## src/sv/agpd_pkg.sv

```systemverilog
// Shared constants, codes and controller/datapath interface types for the ant grid decider.
`timescale 1ns / 1ps
`default_nettype none

package agpd_pkg;

    // Default grid side for the parameter of the top level
    localparam int GRID_MAX_DEF = 64;
    // Largest window half width honored; larger radius settings saturate here
    localparam int RADIUS_MAX   = 7;

    // Field widths fixed by the stream format
    localparam int MODE_W     = 2;
    localparam int COORD_W    = 6;
    localparam int RND_W      = 7;
    localparam int CNT_W      = 8;
    localparam int IN_DATA_W  = 24;
    localparam int OUT_DATA_W = 16;

    // Configuration port
    localparam int CFG_IDX_W  = 1;
    localparam int CFG_DATA_W = 7;
    localparam int BS_W       = 7;
    localparam int VR_W       = 3;

    localparam logic [CFG_IDX_W-1:0] REG_BOARD_SIZE  = 1'd0;
    localparam logic [CFG_IDX_W-1:0] REG_VIEW_RADIUS = 1'd1;

    localparam logic [BS_W-1:0] BOARD_SIZE_RST  = 7'd64;
    localparam logic [VR_W-1:0] VIEW_RADIUS_RST = 3'd1;

    // Operation codes carried in tuser
    localparam logic [MODE_W-1:0] MODE_WRITE = 2'd0;
    localparam logic [MODE_W-1:0] MODE_PICK  = 2'd1;
    localparam logic [MODE_W-1:0] MODE_DROP  = 2'd2;

    // Scale of the random draw in the decision compare
    localparam logic [RND_W-1:0] RND_SCALE = 7'd100;

    // Commands from the controller, at most one per cycle
    typedef struct packed {
        logic load;
        logic clear_step;
        logic mod_step;
        logic back_step;
        logic scan_step;
        logic mul_sq;
        logic mul_scale;
        logic commit;
        logic push;
    } cmd_t;

    // Status from the datapath
    typedef struct packed {
        logic clear_last;
        logic mod_last;
        logic back_zero;
        logic scan_last;
        logic is_attempt;
        logic out_free;
    } sts_t;

endpackage

`default_nettype wire

```

## src/sv/agpd_ctrl.sv

```systemverilog
// Controller: sequences clearing, coordinate wrap, window scan, decision and result hand-off.
`timescale 1ns / 1ps
`default_nettype none

module agpd_ctrl (
    input  wire            clk,
    input  wire            rst_n,
    input  wire            s_tvalid,
    output logic           s_tready,
    input  agpd_pkg::sts_t sts,
    output agpd_pkg::cmd_t cmd
);

    localparam logic [3:0] ST_CLEAR  = 4'd0;
    localparam logic [3:0] ST_IDLE   = 4'd1;
    localparam logic [3:0] ST_MOD    = 4'd2;
    localparam logic [3:0] ST_BACK   = 4'd3;
    localparam logic [3:0] ST_SCAN   = 4'd4;
    localparam logic [3:0] ST_DRAIN  = 4'd5;
    localparam logic [3:0] ST_MSQ    = 4'd6;
    localparam logic [3:0] ST_MSCALE = 4'd7;
    localparam logic [3:0] ST_COMMIT = 4'd8;
    localparam logic [3:0] ST_PUSH   = 4'd9;

    logic [3:0] state_reg, state_next;

    always_ff @(posedge clk or negedge rst_n)
    begin
        if (!rst_n)
        begin
            state_reg <= ST_CLEAR;
        end
        else
        begin
            state_reg <= state_next;
        end
    end

    // Next state and command decode
    always_comb
    begin
        state_next = state_reg;
        cmd        = '0;
        s_tready   = 1'b0;
        case (state_reg)
            ST_CLEAR:
            begin
                cmd.clear_step = 1'b1;
                if (sts.clear_last)
                begin
                    state_next = ST_IDLE;
                end
            end
            ST_IDLE:
            begin
                s_tready = 1'b1;
                if (s_tvalid)
                begin
                    cmd.load   = 1'b1;
                    state_next = ST_MOD;
                end
            end
            ST_MOD:
            begin
                cmd.mod_step = 1'b1;
                if (sts.mod_last)
                begin
                    state_next = sts.is_attempt ? ST_BACK : ST_COMMIT;
                end
            end
            ST_BACK:
            begin
                if (sts.back_zero)
                begin
                    state_next = ST_SCAN;
                end
                else
                begin
                    cmd.back_step = 1'b1;
                end
            end
            ST_SCAN:
            begin
                cmd.scan_step = 1'b1;
                if (sts.scan_last)
                begin
                    state_next = ST_DRAIN;
                end
            end
            ST_DRAIN:
            begin
                state_next = ST_MSQ;
            end
            ST_MSQ:
            begin
                cmd.mul_sq = 1'b1;
                state_next = ST_MSCALE;
            end
            ST_MSCALE:
            begin
                cmd.mul_scale = 1'b1;
                state_next    = ST_COMMIT;
            end
            ST_COMMIT:
            begin
                cmd.commit = 1'b1;
                state_next = ST_PUSH;
            end
            ST_PUSH:
            begin
                if (sts.out_free)
                begin
                    cmd.push   = 1'b1;
                    state_next = ST_IDLE;
                end
            end
            default:
            begin
                state_next = ST_IDLE;
            end
        endcase
    end

endmodule

`default_nettype wire

```

## config.mk

```make
export PLATFORM = sky130hd
export DESIGN_NAME = agpd_ctrl
export DESIGN_NICKNAME = d
export VERILOG_FILES = /design/src/sv/agpd_pkg.sv /design/src/sv/agpd_ctrl.sv
export SDC_FILE = /design/constraint.sdc
export NUM_CORES = 1
export LEC_CHECK = 0
export BUFFER_PORTS_ARGS = -buffer_cell sky130_fd_sc_hd__clkbuf_2
export CELL_PAD_IN_SITES_DETAIL_PLACEMENT = 0
export CELL_PAD_IN_SITES_GLOBAL_PLACEMENT = 2
export CORE_AREA = 5 5 48 50
export DETAILED_ROUTE_END_ITERATION = 8
export DIE_AREA = 0 0 53 55
export PLACE_DENSITY = 0.74
export SLEW_MARGIN = 10
export SYNTH_ARGS = -nofsm -noshare
export SYNTH_HDL_FRONTEND = slang
export SYNTH_SLANG_ARGS = --single-unit
export TNS_END_PERCENT = 30
```

## constraint.sdc

```tcl
create_clock -name clk -period 1.88 [get_ports clk]
set_input_delay 0.376 -clock clk [delete_from_list [all_inputs] [get_ports clk]]
set_output_delay 0.376 -clock clk [all_outputs]
set_load 0.01 [all_outputs]
```

==> reports/results.tsv <==
metric	value	unit
status	completed	
hold_viol_final	0	
worstHoldStart	sts[0]	
largest_reg_flops	4	
drc	0	
fill_cells	220	
synth-warning-count	0	
worstRegToRegCells	4	
cts_setup_buffers	0	
hpwlAfterDp	876.7	um
syn_area	379.1	um^2
final_max_slew_viol_count	0	
grt_pass1_wl	1.835	mm
synth-main-ff-cell	dfrtp_1	
syn-instance-count	49	
hp-class	input pin to register	
worst_pin_slew	0.4477	ns
synthArstFlopShare	1.000	
crit_type	register to output port	
insertion_delay	0.24	ns
via_per_inst	4.415	
cp.arrival	1.37	ns
skew	0.002781	ns
cts_max_level	1	
clk_pin_slew	0.04	ns
ant_nets	0	
fp.dieArea	0.002915	mm^2
dr.pass1.iters	4	
cp-startpoint	state_reg[0]	
grt-ovfl-total	0	
nets	78	
syn_nets	58	
multi_input_area	236.5	um^2
core_area	0.001862	mm^2
first_global_vias	427	
io_buffers	18	
start_util	0.2036	
p_per_area	1677	mW/mm^2
antenna_found_initial	0	
synth_edf_count	0	
ir_worst_vdd	0.0005861	V
numCtsBuffers	3	
die_x	53	um
start_kind	register	
fin_crit	1.749	ns
routed_wl	1.096	mm
tns	0	ns
vias	415	
leakage	0.2433	nW
diodes	0	
num_rows	16	
drt_iter0_drc	7	
die_y	55	um
synthTopCellsByArea	dfrtp_1 (26%), mux2i_1 (11%), nor2_1 (6.9%)	
synth_seq_cells	4	
clockBufferDepth	2	
synth_area_per_cell	7.737	um^2
rsz0062_at_grt	no	
synth-seq-area-share	0.2640	
fmax	0.5719	GHz
yosys.area.top_type	dfrtp_1	
end_kind	output port	
drive_gt1_frac	0.3582	
layout.area.seq	101.3	um^2
ys_types	25	
cts_sinks	4	
synth_top_area_frac	0.2640	
required	1.50	ns
gp_congestion	0.7143	
period_share	0.9301	
cts_tree	built	
num_io_pins	19	
cp_max_fo	12	
cts_root_buffer	clkbuf_4	
whs_path_depth	2	
fin_hold_ws	0.3869	ns
post_drt_wl_per_cell	11.66	um
setup-violations-final	0	
syn_to_final_growth	33.99	%
grt.total_usage	0.08683	
drv_cap	0	
grt_max_degree	14	
reg2reg_from	state_reg[1]	
relSlewSlack	0.7015	
placed cells by master, fill, tap and decap left out:
cell           netlist  final
o31ai_1              1      1
o32a_1               1      1
xor2_1               1      1
and3_1               2      2
nor2_1               7      7
o22ai_1              1      1
o21ai_0              1      1
or4_1                1      1
dlygate4sd3_1        0      1
nand2_1              4      4
nor4_1               3      3
nand2b_1             2      2
mux2i_1              4      4
clkbuf_4             0      3
dfrtp_2              0      1
clkbuf_2             0     18
a32oi_1              1      1
inv_1                2      2
o21ai_2              1      1
a21oi_1              1      1
dfrtp_1              4      3
mux2_1               1      1
a31oi_1              1      1
or2_1                1      1
inv_4                1      1
nor3_1               4      4
synth_stat cells, types with 2 or more instances:
| cell | n |
|---|---|
| dfrtp_1 | 4 |
| and3_1 | 2 |
| nor4_1 | 3 |
| inv_1 | 2 |
| buf_2 | 2 |
| nand2_1 | 4 |
| mux2i_1 | 4 |
| nand2b_1 | 2 |
| nor2_1 | 7 |
| nor3_1 | 4 |
repair_timing:
| item | in CTS | in global routing |
|---|---|---|
| resized for setup | 0 | 1 |
| endpoints found under the hold margin | 4 | 0 |
| endpoints found under the setup margin | 0 | 1 |
| hold buffers | 1 | 0 |
final timing paths:
check                               endpoint  slack (ns)
worst max-delay path                  cmd[8]        0.13
worst min-delay path            state_reg[3]        0.39
worst max register to register  state_reg[1]        0.28
worst min register to register  state_reg[2]        0.63
max in group asynchronous       state_reg[3]        1.27
min in group asynchronous       state_reg[1]        0.48
final cells by class:
class                      instances  area share
multi-input combinational         38      0.4655
sequential                         4      0.1995
tap                               27     0.06650
clock buffer                       3     0.04433
timing repair buffer              19      0.1970
inverter                           3     0.02709
where the power goes:
| group | leakage, nW | total, mW | switching (mW) | internal (mW) |
|---|---|---|---|---|
| sequential | 0.0493 | 0.264 | 0.133 | 0.131 |
| clock | 0.0138 | 0.107 | 0.0360 | 0.0715 |
| combinational | 0.180 | 0.480 | 0.263 | 0.217 |
kinds of logic (layout without fill, tap and decap cells):
group                     Yosys count  count (layout)  share of synthesized area
and+or+nand+nor                    24              24                     0.3135
AOI/OAI and AO/OA                   8               8                     0.1518
buffers and inverters               7              25                     0.1122
muxes                               5               5                     0.1353
DFF                                 4               4                     0.2640
xor gates and xnor gates            1               1                    0.02311
metal layers:
| layer | routed length [um] | global-route usage | share of wire | up-vias |
|---|---|---|---|---|
| li1 | - | - | - | 216 |
| met1 | 504 | 0.1013 | 0.46 | 179 |
| met2 | 462 | 0.1260 | 0.42 | 18 |
| met3 | 110 | 0.02681 | 0.10 | 2 |
| met4 | 17 | 0.08085 | 0.016 | 0 |
| met5 | 0 | 0 | 0 | - |
metrics by stage:
| step | util | setup WS [ns] | power [mW] | cells | cell area (um^2) |
|---|---|---|---|---|---|
| 5_1_grt | 0.2728 | 0.009036 | 0.9374 | 94 | 508.0 |
| 3_3_place_gp | 0.2547 | 0.2977 | 0.7478 | 90 | 474.2 |
| 4_1_cts | 0.2722 | 0.09279 | 0.8569 | 94 | 506.7 |
| 6_report | 0.2728 | 0.1315 | 0.8520 | 94 | 508.0 |
| 2_1_floorplan | - | 0.4309 | 0.6316 | 49 | 379.1 |
| 3_5_place_dp | 0.2547 | 0.2908 | 0.7441 | 90 | 474.2 |
worst max-delay path, stage by stage, from the launching register on:
cell and delay, ns:
dfrtp_1 0.54, inv_1 0.10, nor2_1 0.18, and3_1 0.18, clkbuf_2 0.13
Power figures use the tool's default switching activity.
